$ cat config.mk
export PLATFORM = sky130hd
export DESIGN_NAME = bta_ctrl
export DESIGN_NICKNAME = d
export VERILOG_FILES = /design/src/rtl/core/bta_pkg.sv /design/src/rtl/core/bta_ctrl.sv
export SDC_FILE = /design/constraint.sdc
export NUM_CORES = 1
export LEC_CHECK = 0
export BUFFER_PORTS_ARGS = -buffer_cell sky130_fd_sc_hd__buf_2
export CAP_MARGIN = 20
export CORE_AREA = 2 2 39 41
export DETAILED_ROUTE_END_ITERATION = 10
export DIE_AREA = 0 0 41 43
export GPL_ROUTABILITY_DRIVEN = 1
export PLACE_DENSITY = 0.74
export SYNTH_ARGS = -nofsm -noshare
export SYNTH_HDL_FRONTEND = slang
export SYNTH_SLANG_ARGS = --single-unit
$ cat constraint.sdc
create_clock -name clk -period 2.22 [get_ports clk]
set_input_delay 0.333 -clock clk [delete_from_list [all_inputs] [get_ports clk]]
set_output_delay 0.333 -clock clk [all_outputs]
set_load 0.005 [all_outputs]
$ cat src/rtl/core/bta_pkg.sv
// Shared constants, widths and types of the buddy tree allocator.
// No dependencies; bta_ctrl, bta_datapath and buddy_tree_allocator import this package.
package bta_pkg;

	localparam int POOL_PAGES = 1024;
	localparam int OFF_W      = 10;
	localparam int PAGE_W     = 11;
	localparam int NODE_W     = $clog2(2 * POOL_PAGES);
	localparam int TREE_DEPTH = 2 * POOL_PAGES;
	localparam int TREE_NODES = 2 * POOL_PAGES - 1;

	localparam logic [PAGE_W-1:0] POOL_SIZE = PAGE_W'(POOL_PAGES);
	localparam logic [NODE_W-1:0] ROOT_NODE = NODE_W'(1);
	localparam logic [NODE_W-1:0] LAST_NODE = NODE_W'(TREE_NODES);

	typedef enum logic {
		FUNC_ALLOC = 1'b0,
		FUNC_FREE  = 1'b1
	} bta_func_t;

	typedef enum logic [3:0] {
		ST_INIT,
		ST_IDLE,
		ST_A_ROOT,
		ST_A_CHECK,
		ST_A_DOWN,
		ST_F_LEAF,
		ST_F_CLIMB,
		ST_UP,
		ST_DONE
	} bta_state_t;

	typedef struct packed {
		logic init;
		logic load;
		logic a_root;
		logic a_check;
		logic a_down;
		logic f_leaf;
		logic f_climb;
		logic up;
		logic res_load;
		logic res_fail;
	} bta_cmd_t;

	typedef struct packed {
		logic init_last;
		logic fit_fail;
		logic whole_pool;
		logic chosen;
		logic out_range;
		logic found;
		logic at_root;
		logic misaligned;
		logic up_last;
	} bta_status_t;

endpackage

$ cat src/rtl/core/bta_ctrl.sv
// Sequencer of the buddy tree allocator: walks init, descent, climb and update phases.
// Depends on bta_pkg for the state, command and status types.
module bta_ctrl import bta_pkg::*; (
	input  logic        clk,
	input  logic        arst_n,
	input  logic        start,
	input  logic        func,
	input  bta_status_t status,
	output bta_cmd_t    cmd,
	output logic        busy,
	output logic        done
);

	bta_state_t state_q, state_d;
	logic       accept;

	assign accept = start && (state_q == ST_IDLE || state_q == ST_DONE);

	always_ff @(posedge clk or negedge arst_n) begin
		if (!arst_n) begin
			state_q <= ST_INIT;
		end else begin
			state_q <= state_d;
		end
	end

	always_comb begin
		state_d = state_q;
		case (state_q)
			ST_INIT: begin
				if (status.init_last) state_d = ST_IDLE;
			end
			ST_IDLE, ST_DONE: begin
				if (accept) begin
					state_d = (bta_func_t'(func) == FUNC_FREE) ? ST_F_LEAF : ST_A_ROOT;
				end else begin
					state_d = ST_IDLE;
				end
			end
			ST_A_ROOT: state_d = ST_A_CHECK;
			ST_A_CHECK: begin
				if (status.fit_fail || status.whole_pool) state_d = ST_DONE;
				else state_d = ST_A_DOWN;
			end
			ST_A_DOWN: begin
				if (status.chosen) state_d = ST_UP;
			end
			ST_F_LEAF: begin
				state_d = status.out_range ? ST_DONE : ST_F_CLIMB;
			end
			ST_F_CLIMB: begin
				if (status.found) begin
					if (status.misaligned || status.at_root) state_d = ST_DONE;
					else state_d = ST_UP;
				end else if (status.at_root) begin
					state_d = ST_DONE;
				end
			end
			ST_UP: begin
				if (status.up_last) state_d = ST_DONE;
			end
			default: state_d = ST_INIT;
		endcase
	end

	always_comb begin
		cmd         = '0;
		cmd.load    = accept;
		cmd.init    = (state_q == ST_INIT);
		cmd.a_root  = (state_q == ST_A_ROOT);
		cmd.a_check = (state_q == ST_A_CHECK);
		cmd.a_down  = (state_q == ST_A_DOWN);
		cmd.f_leaf  = (state_q == ST_F_LEAF);
		cmd.f_climb = (state_q == ST_F_CLIMB);
		cmd.up      = (state_q == ST_UP);
		case (state_q)
			ST_A_CHECK: begin
				cmd.res_load = status.fit_fail || status.whole_pool;
				cmd.res_fail = status.fit_fail;
			end
			ST_A_DOWN: begin
				cmd.res_load = status.chosen;
			end
			ST_F_LEAF: begin
				cmd.res_load = status.out_range;
				cmd.res_fail = status.out_range;
			end
			ST_F_CLIMB: begin
				cmd.res_load = status.found || status.at_root;
				cmd.res_fail = status.found ? status.misaligned : status.at_root;
			end
			default: begin
				cmd.res_load = 1'b0;
			end
		endcase
		busy = !(state_q == ST_IDLE || state_q == ST_DONE);
		done = (state_q == ST_DONE);
	end

endmodule

Word level (Yosys, flattened, before mapping). Index checks and enable logic that the tools add are counted. Widths: inputs -> output; s select.

Multiplexer cells: 14. Reductions and logical operators: 9. Equal/unequal tests: 12.

Operator list (number): $mux 4 (8); $pmux 4 s8 (1); $eq 4x3->1 const B (4); $eq 4x2->1 const B (2); $mux 3 (2); $ne 2x2->1 const B (3); $eq 4x1->1 const B (1); $eq 4x4->1 const B (1); $logic_not 4->1 (1); $logic_or 1x1->1 (4); $pmux 1 s4 (1); $reduce_and 4->1 (1); $ne 3x3->1 const B (1); $pmux 1 s3 (1); $reduce_or 2->1 (1); $logic_and 1x1->1 (1); $logic_not 1->1 (1); $mux 1 (1).

Word-level logic and storage cells: 36. Bits of input ports: 13. Flip-flop bits (word level): 4. Output and inout port bits: 12.

Longest topological paths before layout. Gate-level depths: netlist of the first run.

Depth in word-level cells: 5. Depth in mapped cells: 6. Depth with buffers taken out: 5.

Least setup slack after synthesis of the first run. OpenSTA, ideal clock, no wires.

Path kind: register to output. Start point: reg state_q[0]. End point: out cmd[1] (netlist name). Arrival: 1.066 ns. Data required time: 1.887 ns. Path buffers: 2. Cell stages (with the launch flop): 6. Path slack: 0.821 ns. Path through: dfrtp_1 -> buf_2 -> buf_6 -> nor3_1 -> nand2_1 -> nand3_1.

RTL lines: from (decl) (line bta_ctrl.sv:14) `bta_state_t state_q, state_d;`; from (signal assigned) (line bta_ctrl.sv:23) `state_q <= state_d;`; to (decl) (line bta_ctrl.sv:9) `output bta_cmd_t cmd,`.

==> impl_metrics.csv, run 1 <==
group,metric,value,unit
run_status,status,"complete, no violations",
yosys,ys_warn_count,0,
setup_path,required,1.89,ns
power_and_ir_drop,p_total,0.754,mW
cts,cts_resized,0,
cts,cts_tree,"built",
hold_path,min_path_cells,2,
setup_path,cp_cell_sequence,"and2b_4, nand3b_2, inv_2, o21ai_0, nand3_1, buf_2",
floorplanning,rows,14,
yosys,synth_seq_cells,4,
setup_path,slowest_stage,"dfrtp_1",
layout,final_cell_area,676,sq um
setup_path,path_delay_family,"simple AND/OR/NAND/NOR gates",
sta,tns,0,ns
detailed_routing,routedWlPerCell,11.8,microns
layout,layout_commonest_cell,"buf_2",
layout,syn2layout_area_growth,18.9,%
cts,ctsLongestPathBuffers,2,
detailed_routing,drcViolationCount,0,
layout,largest_register_ffs,4,
cts,cts_setup_buffers,0,
detailed_routing,vias,580,
detailed_routing,wl,1270,microns
global_routing,grt_overflow_total,0,
yosys,synth_top_area_share,17.6,%
cts,clkLatencyLatePin,0.23,ns
yosys,yosys.area.top_type,"dfrtp_1",
power_and_ir_drop,power.density,1120,nW/um^2
layout,n_fill_cell,158,
yosys,synth_nets,83,
power_and_ir_drop,p_leak,0.337,nW
floorplanning,start_util,41.0,%
setup_path,path_buf_inv,2,
layout,multi_input_area,388,sq um
placed_design,place_ws,0.532,ns
detailed_routing,viasPerCell,5.42,
global_routing,antenna_found_initial,0,
cts,htree_levels,1,
setup_path,cp.depth,6,
global_routing,grt_pass1_vias,476,
setup_path,path_max_fanout,14,
sta,fin_crit,1.92,ns
setup_path,reg2reg_depth,4,
layout,layout_common_cells,"buf_2 (24), nor2_1 (6), a21oi_1 (5)",
floorplanning,dieWidth,41,microns
cts,clock-sinks,4,
floorplanning,core,1380,sq um
floorplanning,die_h,43,microns
setup_path,slowest_delay,0.54,ns
sta,whs,0.304,ns
yosys,synthTopCellsByArea,"dfrtp_1 (18%), buf_6 (5.9%), a221oi_4 (4.6%), a21oi_1 (4.4%), nor2_1 (4.0%)",
global_routing,grt_max_degree,19,
placed_design,dpl.hpwl,977,microns
flow_run,cap_violations,0,
cts,clockRootBuffer,"clkbuf_4",
power_and_ir_drop,peakVddDrop,0.781,mV
cts,numCtsBuffers,3,
layout,top_register,"state_q",
cts,clk_pin_slew,0.03,ns
setup_path,critical_path_class,"reg -> out",
yosys,synth.distinct_cells,41,
yosys,synth_area_per_cell,8.11,sq um
sta,final_hold_viol_count,0,
setup_path,arrival,1.59,ns
placed_design,portBuffers,24,
sta,rsz0062_at_grt,"no",
sta,fin_crit_sh,86.7,%
sta,setup_viol,0,
yosys,seq_area_frac_synth,17.6,%
sta,finClkSkew,0.00234,ns
hold_path,hold_path.class,"in -> reg",
global_routing,grt_pass1_wl,1960,microns
sta,tightest_slew,0.544,ns
layout,final_nets,106,
layout,num_antenna_cells,0,
sta,timing.fmax,0.520,GHz
layout,top_regs,"state_q (4)",
setup_path,crit_path_end_kind,"primary output",
detailed_routing,dr.pass1.iters,4,
layout,final-seq-area,100,sq um
global_routing,track_usage,16.0,%
yosys,syn-instance-count,70,
setup_path,startpoint_type,"flop",
floorplanning,pin_count,25,
placed_design,finalWeightedCongestion,0.813,
layout,drive_gt1_share,40.7,%
floorplanning,die_area,1760,sq um
detailed_routing,drt_iter0_markers,16,
placed_design,placed_area,643,sq um
detailed_routing,ant_nets,0,
sta,slew_violations,0,
sta,setup_ws,0.295,ns
sta,slew_headroom,63.7,%
yosys,synth_area,568,sq um
==> final cells by class <==
| cell class | count | share of cell area [%] |
|---|---|---|
| multi-input cells | 55 | 57.4 |
| repair buffers | 25 | 19.3 |
| flip-flops and latches | 4 | 14.8 |
| clock buffers | 3 | 3.33 |
| well taps | 16 | 2.96 |
| inverters | 4 | 2.22 |
==> cell families (layout without fill, tap and decap cells) <==
group | after synthesis | after routing | share of synthesized area (%)
AO/OA/AOI/OAI | 21 | 21 | 30.0
XOR/XNOR | 1 | 1 | 1.54
buffers and inverters | 11 | 32 | 14.1
flip-flops | 4 | 4 | 17.6
multiplexers | 1 | 1 | 1.76
AND/OR/NAND/NOR | 32 | 32 | 35.0
==> repair_timing <==
action	4_1_cts	5_1_grt
setup endpoints to repair	0	0
hold endpoints to repair	4	0
hold buffers	1	0
==> metrics by stage <==
step,cells,util (%)
detailed placement,103,46.5
floorplan,70,-
finish,107,48.8
global route,107,48.8
global placement,103,46.5
CTS,107,48.8
==> path summary, 6_finish.rpt <==
| path | slack [ns] | endpoint | startpoint |
|---|---|---|---|
| max in group asynchronous | 1.67 | state_q[0] | arst_n |
| hold / removal | 0.30 | state_q[0] | status[0] |
| hold reg to reg | 0.83 | state_q[2] | state_q[3] |
| setup reg to reg | 0.71 | state_q[0] | state_q[1] |
| min in group asynchronous | 0.44 | state_q[2] | arst_n |
| setup / recovery | 0.30 | cmd[1] | state_q[3] |
==> power by group <==
part,switching (mW),internal (mW)
registers,0.128,0.102
logic,0.199,0.238
clock network,0.0259,0.0602
==> per-layer routing <==
| metal | share of wire (%) | track usage [%] | up-vias |
|---|---|---|---|
| li1 | - | - | 300 |
| met1 | 47 | 23.1 | 262 |
| met2 | 48 | 22.8 | 18 |
| met3 | 4.7 | 6.28 | 0 |
| met4 | 0 | 2.00 | 0 |
| met5 | 0 | 0 | - |
==> cell usage after synthesis <==
library cell  n
buf_4         1
a21oi_2       1
or2_1         1
o211a_1       1
a211oi_2      1
nor4b_1       1
o21ai_0       3
dfrtp_1       4
nor2b_1       2
a32oi_1       1
nor2_1        6
nor3b_1       1
nor4b_2       1
nand3b_2      1
a21boi_0      1
and2b_4       1
a31oi_1       1
nand2_1       4
or3b_4        1
nand3_2       1
and3_1        1
xor2_1        1
mux2i_1       1
o211ai_1      1
a21o_1        1
nand3b_1      1
o22ai_1       1
buf_2         2
o21bai_1      1
a221oi_4      1
inv_1         3
nor3_1        4
a21oi_1       5
clkbuf_8      1
o32ai_2       1
inv_2         1
nand3_1       2
o21ai_1       1
nand2b_1      2
nor4_1        2
buf_6         3
Note: power is estimated with default switching activity, not from simulation.
==> inputs of run 2 (changes only) <==
Settings changed: CTS_BUF_LIST set to sky130_fd_sc_hd__clkbuf_4 sky130_fd_sc_hd__clkbuf_8, RECOVER_POWER set to 100.
==> impl_metrics.csv, run 2 (synthesis gave the netlist of run 1 again) <==
group,metric,value,unit
sta,final_hold_viol_count,0,
cts,clockRootBuffer,"clkbuf_4",
cts,clkLatencyLatePin,0.23,ns
power_and_ir_drop,pwr-share-seq,31.0,%
global_routing,grt_overflow_total,0,
setup_path,required,1.89,ns
placed_design,dpl.hpwl,977,microns
sta,fin_crit,1.95,ns
setup_path,slowest_stage,"dfrtp_1",
setup_path,slowest_delay,0.54,ns
cts,hold_buffers,1,
floorplanning,die_area,1760,sq um
sta,slew_headroom,65.0,%
sta,rsz0062_at_grt,"no",
placed_design,portBuffers,24,
floorplanning,rows,14,
power_and_ir_drop,peakVddDrop,0.773,mV
layout,largest_register_ffs,4,
setup_path,startpoint_type,"flop",
floorplanning,pin_count,25,
setup_path,cp.depth,6,
setup_path,critical_path_class,"reg -> out",
cts,cts_resized,0,
detailed_routing,dr.pass1.iters,4,
cts,clk_pin_slew,0.03,ns
global_routing,grt_pass1_wl,1960,microns
detailed_routing,drcViolationCount,0,
sta,finClkSkew,0.00340,ns
power_and_ir_drop,clkPwrFrac,11.9,%
setup_path,arrival,1.61,ns
cts,numCtsBuffers,3,
setup_path,path_delay_family,"flip-flops",
detailed_routing,routedWlPerCell,11.9,microns
global_routing,grt_pass1_vias,476,
layout,top_regs,"state_q (4)",
placed_design,placed_area,643,sq um
run_status,status,"complete, no violations",
cts,ctsLongestPathBuffers,2,
global_routing,grt_max_degree,19,
layout,layout_common_cells,"buf_2 (14), clkbuf_1 (10), nor2_1 (6)",
sta,tightest_slew,0.525,ns
setup_path,reg2reg_depth,4,
layout,final-seq-area,100,sq um
global_routing,track_usage,16.0,%
setup_path,reg2reg_to,"state_q[0]",
cts,htree_levels,1,
power_and_ir_drop,switching_power,0.348,mW
hold_path,hold_path.class,"in -> reg",
setup_path,crit_path_end_kind,"primary output",
setup_path,path_buf_inv,2,
floorplanning,core,1380,sq um
setup_path,r2r_slack,0.63,ns
layout,multi_input_area,377,sq um
cts,cts_tree,"built",
floorplanning,dieWidth,41,microns
detailed_routing,drt_iter0_markers,12,
power_and_ir_drop,combPwrFrac,57.0,%
floorplanning,die_h,43,microns
flow_run,cap_violations,0,
sta,slew_violations,0,
detailed_routing,ant_nets,0,
setup_path,crit_start,"state_q[3]",
sta,setup_viol,0,
layout,syn2layout_area_growth,14.8,%
power_and_ir_drop,power.density,1120,nW/um^2
setup_path,cp-endpoint,"cmd[1]",
power_and_ir_drop,intPower,0.380,mW
global_routing,antenna_found_initial,0,
setup_path,path_max_fanout,14,
floorplanning,start_util,41.0,%
setup_path,reg2reg_from,"state_q[0]",
power_and_ir_drop,switching_share,47.8,%
layout,n_fill_cell,161,
sta,tns,0,ns
detailed_routing,viasPerCell,5.39,
layout,drive_gt1_share,26.4,%
sta,timing.fmax,0.514,GHz
layout,final_nets,106,
sta,fin_crit_sh,87.6,%
detailed_routing,vias,577,
cts,cts_setup_buffers,0,
setup_path,cp_cell_sequence,"and2b_4, nand3b_2, inv_1, o21ai_0, nand3_1, buf_2",
power_and_ir_drop,p_leak,0.300,nW
cts,clock-sinks,4,
layout,layout_commonest_cell,"buf_2",
layout,num_antenna_cells,0,
placed_design,finalWeightedCongestion,0.813,
detailed_routing,wl,1280,microns
layout,final_cell_area,652,sq um
layout,top_register,"state_q",
==> run 2: cell types whose count changed in the layout (fill, tap and decap cells not counted), sizes merged <==
cell,change
buf,-10
clkbuf,+10
==> run 2: layer usage <==
| metal | vias up | GRT usage (%) | share of wire, % |
|---|---|---|---|
| met4 | 0 | 2.00 | 0 |
| met5 | - | 0 | 0 |
| li1 | 295 | - | - |
| met3 | 0 | 6.28 | 5.3 |
| met2 | 16 | 22.8 | 48 |
| met1 | 266 | 23.1 | 47 |
==> run 2: area by class of cell <==
type,count,share of cell area (%)
multi-input combinational,55,57.8
timing repair buffer,25,18.0
tap,16,3.07
inverter,4,2.30
clock buffer,3,3.45
sequential,4,15.4
==> run 2: how the worst min path moves through the flow <==
stage	startpoint	end	slack, ns	depth (start not counted)
floorplan	arst_n	state_q[0]	0.04	0
global placement	arst_n	state_q[2]	0.14	1
detailed placement	arst_n	state_q[1]	0.14	1
CTS	status[0]	state_q[0]	0.30	2
global route	status[0]	state_q[0]	0.29	2
finish	status[0]	state_q[0]	0.30	2
==> run 2: power by group through the flow <==
stage | Sequential [mW] | Combinational, mW | Clock [mW]
final | 0.226 | 0.416 | 0.0867
after global routing | 0.239 | 0.467 | 0.0999
after CTS | 0.230 | 0.443 | 0.0914
after detailed placement | 0.232 | 0.439 | 0
after global placement | 0.226 | 0.432 | 0
after floorplan | 0.123 | 0.488 | 0
==> run 2: metrics by stage <==
step / hold slack [ns] / setup WS, ns / cells / util, % / power, mW
2_1_floorplan: 0.0374 / 0.821 / 70 / - / 0.611
3_3_place_gp: 0.141 / 0.549 / 103 / 46.5 / 0.658
3_5_place_dp: 0.141 / 0.532 / 103 / 46.5 / 0.671
4_1_cts: 0.299 / 0.277 / 107 / 48.8 / 0.764
5_1_grt: 0.294 / 0.126 / 107 / 47.1 / 0.806
6_report: 0.305 / 0.275 / 107 / 47.1 / 0.728
